--- src/rtl/aeci_pkg.sv ---
// ----------------------------------------------------------------------------
// aeci_pkg
// Shared types and constants of the ADC energy calibration block.
// ----------------------------------------------------------------------------
package aeci_pkg;

  // register indexes of the configuration port
  localparam logic [1:0] REG_BEAM_MODE     = 2'd0;
  localparam logic [1:0] REG_CHANNEL_LIMIT = 2'd1;
  localparam logic [1:0] REG_BINS_IN_USE   = 2'd2;

  // request kinds
  localparam logic REQ_HIT  = 1'b0;
  localparam logic REQ_LOAD = 1'b1;

  // result status codes
  localparam logic [1:0] ST_OK      = 2'd0;
  localparam logic [1:0] ST_NO_BIN  = 2'd1;
  localparam logic [1:0] ST_BAD_CTR = 2'd2;

  // energy of a hit with no bin, Q.8 keV
  localparam logic signed [31:0] NO_BIN_ENERGY = -32'sd2560000;

  // widths of the interpolation datapath
  localparam int MAG_W = 48;
  localparam int DEN_W = 16;
  localparam int SUM_W = 51;
  localparam logic signed [SUM_W-1:0] E40_MAX = 51'sd549755813887;
  localparam logic signed [SUM_W-1:0] E40_MIN = -51'sd549755813888;

  typedef struct packed {
    logic              req_type;
    logic [1:0]        cal_flag;
    logic [1:0]        module_req;
    logic [3:0]        asic;
    logic              side;
    logic [6:0]        strip;
    logic [31:0]       hit_time;
    logic [15:0]       adc;
    logic [8:0]        bin_index;
    logic [15:0]       bin_low;
    logic [15:0]       bin_high;
    logic signed [31:0] bin_energy;
  } in_word_t;

  typedef struct packed {
    logic [1:0]        out_module;
    logic [3:0]        out_asic;
    logic              out_side;
    logic [6:0]        out_strip;
    logic signed [39:0] energy;
    logic [31:0]       out_time;
    logic [1:0]        status;
  } out_word_t;

  typedef struct packed {
    logic [1:0]  reg_index;
    logic [12:0] wdata;
  } cfg_word_t;

  // command passed from front to back through the queue
  typedef struct packed {
    logic              is_load;
    logic [1:0]        module_req;
    logic [3:0]        asic;
    logic              side;
    logic [6:0]        strip;
    logic [31:0]       hit_time;
    logic [15:0]       adc;
    logic [8:0]        bin_index;
    logic [15:0]       bin_low;
    logic [15:0]       bin_high;
    logic signed [31:0] bin_energy;
  } cmd_t;

  // queue pop request driven by the back end, with the queue empty flag
  typedef struct packed {
    logic pop;
    logic empty;
  } q_ctl_t;

endpackage

--- src/rtl/aeci_fifo.sv ---
// ----------------------------------------------------------------------------
// aeci_fifo
// Two-entry command queue between front and back end.
// ----------------------------------------------------------------------------
module aeci_fifo
  import aeci_pkg::*;
(
  input  logic clk,
  input  logic rst,
  input  logic push,
  input  cmd_t push_data,
  output logic full,
  input  logic pop,
  output logic empty,
  output cmd_t head
);

  cmd_t       slots [2];
  logic       wr_ptr;
  logic       rd_ptr;
  logic [1:0] count;

  assign full  = (count == 2'd2);
  assign empty = (count == 2'd0);
  assign head  = slots[rd_ptr];

  // storage
  always_ff @(posedge clk) begin
    if (push) begin
      slots[wr_ptr] <= push_data;
    end
  end

  // pointers and fill level
  always_ff @(posedge clk) begin
    if (rst) begin
      wr_ptr <= 1'b0;
      rd_ptr <= 1'b0;
      count  <= 2'd0;
    end else begin
      if (push) wr_ptr <= ~wr_ptr;
      if (pop)  rd_ptr <= ~rd_ptr;
      case ({push, pop})
        2'b10:   count <= count + 2'd1;
        2'b01:   count <= count - 2'd1;
        default: count <= count;
      endcase
    end
  end

endmodule

--- config.mk ---
export PLATFORM = sky130hd
export DESIGN_NAME = aeci_fifo
export DESIGN_NICKNAME = d
export VERILOG_FILES = /design/src/rtl/aeci_pkg.sv /design/src/rtl/aeci_fifo.sv
export SDC_FILE = /design/constraint.sdc
export NUM_CORES = 1
export LEC_CHECK = 0
export ABC_AREA = 1
export BUFFER_PORTS_ARGS = -buffer_cell sky130_fd_sc_hd__buf_2
export CAP_MARGIN = 40
export CORE_UTILIZATION = 47
export DETAILED_ROUTE_END_ITERATION = 6
export PLACE_DENSITY = 0.76
export SKIP_LAST_GASP = 1
export SYNTH_ARGS = -nofsm -noshare
export SYNTH_HDL_FRONTEND = slang
export SYNTH_SLANG_ARGS = --single-unit
--- constraint.sdc ---
create_clock -name clk -period 8.5 [get_ports clk]
set_input_delay 1.7 -clock clk [delete_from_list [all_inputs] [get_ports clk]]
set_output_delay 1.7 -clock clk [all_outputs]
set_load 0.02 [all_outputs]
==> flow_summary_export.csv, run 1 <==
group,metric,value,unit
synthesis,yosysSeqAreaShare,81.16,%
sta,finalCriticalPeriod,4.195,ns
synthesis,synth_area,0.01019,mm^2
critical_path,crit_buf_inv,4,
finish,area_delta_synth_final,26.59,%
detailed_routing,vias,5218,
place,hpwlAfterDp,13150,um
critical_path,cp.arrival,2.50,ns
critical_path,slowest_stage,"dfxtp_4",
synthesis,ys.warnings.count,0,
synthesis,synth_area_per_cell,22.34,um^2
critical_path,critPathRequiredTime,6.80,ns
status,status,"completed",
detailed_routing,drc,0,
sta,finalMaxSlewViolations,0,
min_path,worstHoldStart,"rd_ptr",
critical_path,path_cells,"buf_16, buf_4, buf_16, mux2_2, buf_2",
synthesis,ys_ff_latch,277,
clocking,cts-root-buf,"clkbuf_16",
power_and_ir_drop,peakVddDrop,0.1805,mV
sta,hold_violations,0,
sta,tightest_slew,0.8301,ns
global_routing,antenna_found_initial,4,
critical_path,critPathLaunchType,"register",
detailed_routing,initialDrtViolationCount,196,
global_routing,grt_max_degree,72,
power_and_ir_drop,switching_share,22.15,%
die,core,0.02115,mm^2
clocking,cts_made_buffers,28,
place,place_congestion,0.7678,
critical_path,cp_top_family,"buffers and inverters",
clocking,cts_tree,"yes",
finish,drive_above_1_share,59.38,%
detailed_routing,drtPass1Iterations,4,
global_routing,met2_usage,29.88,%
critical_path,cp_max_fo,56,
sta,slew_headroom,44.66,%
place,placed_area,0.01193,mm^2
synthesis,synthCells,456,
sta,tns,0,ns
finish,final-seq-area,0.008272,mm^2
detailed_routing,drt_wl_total,19250,um
power_and_ir_drop,clkPwrFrac,37.9,%
power_and_ir_drop,leakage,4.940,nW
power_and_ir_drop,power_density,247.0,mW/mm^2
critical_path,cp-end-kind,"output port",
sta,fin_skew,0.005354,ns
die,num_io_pins,278,
die,fp.dieW,149.2,um
clocking,clock_sinks,277,
synthesis,synthDistinctLibCells,15,
power_and_ir_drop,finalPower,3.185,mW
power_and_ir_drop,p_switching,705.5,uW
global_routing,use_met3,5.107,%
sta,rsz0062_at_grt,"no",
place,place_ws,4.734,ns
global_routing,grt_first_pass_wirelength,28170,um
sta,fmax,0.2384,GHz
global_routing,first_global_vias,5482,
finish,filler_cell_count,1518,
die,core.rowCount,53,
global_routing,grtUsageMet1,18.83,%
finish,design_area,0.01290,mm^2
finish,nets,897,
finish,fin_util,60.96,%
clocking,cts_setup_buffers,0,
global_routing,overflow,0,
detailed_routing,detail-route-antenna-nets,0,
die,die_area,0.02227,mm^2
clocking,ctsResizeCount,0,
detailed_routing,via_per_inst,4.946,
clocking,ctsHtreeMaxLevel,1,
sta,fin_ws,4.305,ns
synthesis,synth_fp_nets,597,
clocking,hold_buffers,0,
finish,multi_input_area,0.001788,mm^2
power_and_ir_drop,p_comb_share,11.8,%
run,maxCapViolCount,0,
clocking,clockBufferDepth,3,
detailed_routing,wl_per_cell,18.25,um
clocking,insertion_delay,0.52,ns
critical_path,critPathMaxStageDelay,0.45,ns
min_path,min_path_type,"reg2reg",
sta,fin_crit_sh,49.36,%
die,die_h,149.2,um
place,port_buffers,277,
clocking,path_clk_slew,0.06,ns
global_routing,track_usage,16.56,%
critical_path,r2r-start,"wr_ptr",
critical_path,worstSetupPathType,"reg2out",
power_and_ir_drop,internal_power,2.480,mW
sta,setup_viol,0,
global_routing,busiest_layer,"met2",
power_and_ir_drop,pwr-share-seq,50.3,%
critical_path,cpMostUsedCell,"buf_16",
critical_path,rrSetupSlack,6.44,ns
die,start_util,48.16,%
## power by group through the flow
stage | Clock, mW | Sequential, mW | Combinational [mW]
final | 1.21 | 1.60 | 0.375
after global routing | 1.29 | 1.61 | 0.399
after CTS | 1.24 | 1.60 | 0.378
after detailed placement | 0 | 1.63 | 0.377
after global placement | 0 | 1.64 | 0.350
after floorplan | 0 | 1.63 | 0.245
## cells by family (layout without fill, tap and decap cells)
group | after synthesis | after routing | synth area share [%]
AOI/OAI and AO/OA | 2 | 2 | 0.09816
xor gates and xnor gates | 1 | 1 | 0.08599
adders and majority gates | 1 | 1 | 0.1228
buffers and inverters | 22 | 344 | 1.363
DFF | 277 | 277 | 81.16
muxes | 136 | 136 | 16.51
other | 0 | 2 | 0
and+or+nand+nor | 17 | 17 | 0.6633
## worst min-delay path: cells and delay by family (launching register included)
family	cells	cell delay [ns]
xor gates and xnor gates	1	0.09
DFF	1	0.33
and+or+nand+nor	1	0.08
## state kept, by name, indices dropped and copies added, names as in the netlist, named ones only
signal,cells
count,2
wr_ptr,1
slots,272
rd_ptr,1
## cell usage in the layout (no fill, tap or decap), types with 2 or more instances in the layout
cell | synthesis | final
buf_2 | 9 | 277
edfxtp_1 | 272 | 272
mux2_2 | 96 | 96
mux2_4 | 40 | 40
clkbuf_16 | 0 | 29
clkinv_1 | 0 | 11
nor2_1 | 10 | 9
inv_1 | 7 | 6
nand2_1 | 5 | 5
bufinv_16 | 0 | 4
dfxtp_1 | 5 | 4
buf_16 | 0 | 4
buf_4 | 0 | 4
clkinv_2 | 0 | 3
clkbuf_1 | 0 | 3
diode_2 | 0 | 2
## layout make-up
class	count	share of cell area, %
clock inverters	20	1.494
repair buffers	285	11.84
diodes	2	0.03881
clock buffers	32	5.715
well taps	275	2.668
flip-flops and latches	277	64.14
multi-input cells	157	13.86
inverters	7	0.2426
## final timing paths
check                  end  cells past startpoint
max               head[20]                      5
min               register                      2
max reg2reg  slots[1][103]                      4
min reg2reg       register                      2
## metrics by stage
step / hold slack (ns) / instances
floorplan: 0.4799 / 456
CTS: 0.5407 / 1052
detailed placement: 0.5245 / 1000
global placement: 0.4996 / 997
finish: 0.5395 / 1055
global route: 0.5951 / 1053
## cells in the mapped netlist
master | n | area (um^2)
edfxtp_1 | 272 | 8168
mux2_2 | 96 | 1081
mux2_4 | 40 | 600.6
nor2_1 | 10 | 37.54
buf_2 | 9 | 45.04
inv_1 | 7 | 26.28
buf_6 | 6 | 67.56
dfxtp_1 | 5 | 100.1
nand2_1 | 5 | 18.77
a21oi_1 | 1 | 5.000
ha_1 | 1 | 12.51
nand4_1 | 1 | 6.260
nor3_1 | 1 | 5.000
o21ai_0 | 1 | 5.000
xnor2_1 | 1 | 8.760
## per-layer routing
layer / share of wire (%) / vias to the layer above / wire length (um)
met2: 51 / 234 / 9813
met3: 8.6 / 38 / 1664
li1: - / 2404 / -
met1: 38 / 2538 / 7352
met5: 0.14 / - / 27
met4: 2.1 / 4 / 395
No activity file was read; power rests on OpenSTA's default activity.
==> run 2, diff against run 1 <==
- clock period: 8.5 -> 3.5 ns (I/O delays scaled with it)
==> flow_summary_export.csv, run 2 (synthesized netlist as in run 1, its figures left out) <==
group,metric,value,unit
status,status,"completed",
clocking,ctsHtreeMaxLevel,1,
global_routing,grt_first_pass_wirelength,28200,um
clocking,cts-root-buf,"clkbuf_16",
global_routing,overflow,0,
finish,final-seq-area,0.008272,mm^2
sta,hold_violations,0,
min_path,min_path_type,"in2reg",
finish,fin_util,60.90,%
critical_path,r2r-start,"wr_ptr",
die,fp.dieW,149.2,um
detailed_routing,drc,0,
place,place_ws,1.391,ns
power_and_ir_drop,switching_share,21.95,%
global_routing,track_usage,16.53,%
power_and_ir_drop,leakage,4.931,nW
sta,finalMaxSlewViolations,0,
die,die_area,0.02227,mm^2
critical_path,critPathRequiredTime,2.80,ns
finish,area_delta_synth_final,26.46,%
detailed_routing,via_per_inst,4.940,
global_routing,first_global_vias,5422,
sta,fin_skew,0.006915,ns
clocking,insertion_delay,0.53,ns
finish,diodes,0,
place,hpwlAfterDp,12650,um
power_and_ir_drop,finalPower,7.837,mW
clocking,cts_made_buffers,28,
finish,top_register,"slots",
min_path,whs_path_depth,1,
die,core.rowCount,53,
clocking,hold_buffers,0,
detailed_routing,wl_per_cell,18.21,um
sta,rsz0062_at_grt,"no",
global_routing,antenna_found_initial,1,
place,port_buffers,277,
critical_path,worstSetupPathType,"reg2out",
place,place_congestion,0.7605,
sta,slew_headroom,45.71,%
finish,drive_above_1_share,59.48,%
sta,fmax,0.3866,GHz
detailed_routing,initialDrtViolationCount,163,
die,start_util,48.16,%
power_and_ir_drop,p_switching,1.720,mW
min_path,holdPathEnd,"slots[1][86]",
finish,largest_reg_flops,272,
detailed_routing,drtPass1Iterations,4,
detailed_routing,detail-route-antenna-nets,0,
sta,tns,0,ns
clocking,cts_setup_buffers,0,
finish,final_common_cell,"buf_2",
die,num_io_pins,278,
clocking,clock_sinks,277,
finish,layout.cells.most_common_list,"buf_2, edfxtp_1, mux2_2",
finish,multi_input_area,0.001788,mm^2
critical_path,rr_endpoint,"slots[0][13]",
sta,fin_crit_sh,73.91,%
global_routing,grt_max_degree,76,
power_and_ir_drop,power_density,608.4,mW/mm^2
sta,fin_ws,0.9133,ns
critical_path,cp.arrival,1.89,ns
power_and_ir_drop,pwr-share-seq,49.6,%
critical_path,rrSetupSlack,1.93,ns
min_path,worstHoldStart,"push_data[86]",
critical_path,cp-end-kind,"output port",
detailed_routing,drt_wl_total,19120,um
power_and_ir_drop,peakVddDrop,0.4184,mV
finish,filler_cell_count,1532,
detailed_routing,vias,5187,
power_and_ir_drop,internal_power,6.117,mW
run,maxCapViolCount,0,
critical_path,cp_max_fo,72,
power_and_ir_drop,clkPwrFrac,38.8,%
finish,reg_top3,"slots x272, count x2",
clocking,clockBufferDepth,3,
clocking,cts_tree,"yes",
sta,tightest_slew,0.8143,ns
clocking,ctsResizeCount,0,
critical_path,r2r_cells,2,
sta,finalCriticalPeriod,2.587,ns
power_and_ir_drop,p_comb_share,11.5,%
critical_path,critPathLaunchType,"register",
clocking,path_clk_slew,0.06,ns
sta,whs,0.3597,ns
die,die_h,149.2,um
die,core,0.02115,mm^2
sta,setup_viol,0,
finish,nets,895,
==> run 2: changes by cell type in the layout (fill, tap and decap cells not counted), sizes merged <==
cell    before  now
buf        285  283
bufinv       4    5
clkbuf      32   37
clkinv      15    9
diode        2    0
inv          7    6
==> run 2: worst max path at each step <==
stage / startpoint / to / slack [ns]
floorplan: push / slots[1][0] / 0.30
global placement: push / slots[0][46] / 1.48
detailed placement: push / slots[0][46] / 1.39
CTS: register / head[8] / 0.89
global route: register / head[48] / 0.84
finish: register / head[48] / 0.91
==> run 2: final cells by class <==
class / count / area share [%]
clock inverters: 14 / 1.467
flip-flops and latches: 277 / 64.21
inverters: 7 / 0.2331
clock buffers: 37 / 5.944
multi-input cells: 157 / 13.88
repair buffers: 283 / 11.60
well taps: 275 / 2.671
==> run 2: metrics by stage <==
step                      instances  area, um^2
final                          1050       12880
after global routing           1050       12880
after CTS                      1050       12880
after detailed placement        999       11930
after global placement          999       11930
after floorplan                 456       10200
==> run 2: critical path, stage by stage (launching register included) <==
cell     delay [ns]
dfxtp_4        0.37
buf_12         0.34
mux2_2         0.40
buf_2          0.16
==> run 2: power groups by stage <==
stage               logic (mW)  clock network [mW]  registers [mW]
floorplan                0.595                   0            3.95
global placement         0.887                   0            3.95
detailed placement       0.913                   0            3.96
CTS                      0.918                3.11            3.89
global route             0.965                3.24            3.90
finish                   0.903                3.04            3.89
==> run 2: routing by layer <==
layer	vias up	track usage, %	share of wire (%)
met4	0	5.510	2.5
met1	2537	19.12	39
met5	-	0	0
met3	37	4.587	7.8
met2	217	29.47	51
li1	2396	-	-
==> run 3, diff against run 2 <==
- clock period: 3.5 -> 2.3 ns (I/O delays scaled with it)
==> flow_summary_export.csv, run 3 (synthesized netlist as in run 1, its figures left out) <==
group,metric,value,unit
die,die_h,149.2,um
global_routing,track_usage,16.73,%
finish,design_area,0.01306,mm^2
clocking,clock_sinks,277,
finish,final_common_cell,"buf_2",
detailed_routing,detail-route-antenna-nets,0,
global_routing,grt_first_pass_wirelength,28480,um
place,port_buffers,277,
critical_path,worstSetupPathType,"reg2out",
power_and_ir_drop,leakage,5.001,nW
finish,area_delta_synth_final,28.21,%
power_and_ir_drop,peakVddDrop,0.7292,mV
power_and_ir_drop,internal_power,9.221,mW
finish,fin_util,61.74,%
detailed_routing,drt_wl_total,19850,um
critical_path,cp.arrival,1.79,ns
die,fp.dieW,149.2,um
power_and_ir_drop,pwr-share-seq,50.0,%
clocking,ctsHtreeMaxLevel,1,
place,placed_area,0.01204,mm^2
sta,fmax,0.4451,GHz
sta,fin_skew,0.008415,ns
place,dp.cells,1004,
critical_path,critPathLaunchType,"register",
die,num_io_pins,278,
critical_path,critPathMaxStageDelay,0.41,ns
die,die_area,0.02227,mm^2
place,hpwlAfterDp,13080,um
detailed_routing,vias,5287,
power_and_ir_drop,p_comb_share,12.3,%
clocking,cts_made_buffers,28,
global_routing,grt_max_degree,74,
finish,reg_top3,"slots x272, count x2",
global_routing,overflow,0,
min_path,min_path_type,"in2reg",
sta,setup_viol,0,
sta,fin_ws,0.05326,ns
critical_path,rrSetupSlack,0.86,ns
clocking,insertion_delay,0.52,ns
clocking,path_clk_slew,0.06,ns
global_routing,first_global_vias,5390,
power_and_ir_drop,switching_share,22.13,%
critical_path,critPathRequiredTime,1.84,ns
die,core,0.02115,mm^2
finish,finalNonFillerCells,1059,
die,core.rowCount,53,
detailed_routing,drc,0,
critical_path,r2r-start,"wr_ptr",
finish,top_register,"slots",
critical_path,path_cells,"buf_12, buf_12, mux2_4, buf_2",
detailed_routing,initialDrtViolationCount,229,
status,status,"completed",
finish,largest_reg_flops,272,
finish,layout.cells.most_common_list,"buf_2, edfxtp_1, mux2_2",
critical_path,crit_end,"head[86]",
sta,tns,0,ns
detailed_routing,drtPass1Iterations,4,
sta,finalMaxSlewViolations,0,
place,place_ws,0.5354,ns
global_routing,antenna_found_initial,4,
critical_path,cp_top_family,"buffers and inverters",
power_and_ir_drop,power_density,906.6,mW/mm^2
finish,filler_cell_count,1496,
run,maxCapViolCount,0,
power_and_ir_drop,p_switching,2.620,mW
critical_path,cp_num_cells,4,
critical_path,cpMostUsedCell,"buf_12",
detailed_routing,wl_per_cell,18.75,um
clocking,hold_buffers,0,
critical_path,cp_max_fo,15,
finish,nets,905,
sta,hold_violations,0,
sta,slew_headroom,70.56,%
clocking,cts-root-buf,"clkbuf_16",
critical_path,crit_buf_inv,3,
clocking,cts_tree,"yes",
critical_path,cp-end-kind,"output port",
die,start_util,48.16,%
sta,tightest_slew,0.4416,ns
power_and_ir_drop,clkPwrFrac,37.6,%
critical_path,rr_endpoint,"slots[1][130]",
sta,fin_crit_sh,97.68,%
critical_path,slowest_stage,"dfxtp_4",
critical_path,r2r_cells,3,
sta,finalCriticalPeriod,2.247,ns
place,place_congestion,0.7971,
finish,drive_above_1_share,60.28,%
clocking,clockBufferDepth,3,
detailed_routing,via_per_inst,4.992,
-- run 3: metrics by stage --
stage / hold WS (ns) / total power [mW]
finish: 0.1208 / 11.84
global route: 0.1028 / 12.23
CTS: 0.1003 / 11.91
detailed placement: 0.5245 / 7.456
global placement: 0.4941 / 7.398
floorplan: 0.4799 / 6.921
-- run 3: what timing repair did --
action,4_1_cts,5_1_grt
buffers inserted,0,3
setup endpoints to repair,45,60
gates cloned,0,2
gates resized for setup,1,1
-- run 3: worst min-delay path by stage --
stage | endpoint | from | slack (ns) | depth (start not counted)
finish | slots[1][25] | push_data[25] | 0.12 | 1
global route | slots[1][63] | push_data[63] | 0.10 | 1
CTS | slots[0][58] | push_data[58] | 0.10 | 1
detailed placement | rd_ptr | rd_ptr | 0.52 | 2
global placement | rd_ptr | rd_ptr | 0.49 | 2
floorplan | register | rd_ptr | 0.48 | 2
-- run 3: per-layer routing --
layer	vias to the layer above	GRT usage [%]	share of wire [%]
met5	-	0	0.20
met4	6	4.592	2.0
met2	233	30.05	51
met1	2597	19.48	39
met3	42	4.740	8.1
li1	2409	-	-
-- run 3: power groups by stage --
stage / Sequential, mW / Combinational [mW] / Clock [mW]
6_report: 5.93 / 1.46 / 4.46
5_1_grt: 5.94 / 1.55 / 4.74
4_1_cts: 5.93 / 1.44 / 4.55
3_5_place_dp: 6.03 / 1.43 / 0
3_3_place_gp: 6.01 / 1.39 / 0
2_1_floorplan: 6.01 / 0.908 / 0
-- run 3: layout make-up --
class / instances / area, um^2 / area share [%]
repair buffers: 293 / 1682 / 12.87
clock buffers: 36 / 752.0 / 5.757
flip-flops and latches: 277 / 8272 / 63.33
well taps: 275 / 344.1 / 2.634
diodes: 1 / 2.502 / 0.01916
multi-input cells: 157 / 1804 / 13.81
inverters: 7 / 42.54 / 0.3257
clock inverters: 13 / 162.7 / 1.245
-- run 3: worst reg2reg max path: stages (launching register included) --
cell and delay (ns):
dfxtp_1 0.50, nand2_8 0.07, clkinvlp_4 0.11, buf_12 0.34
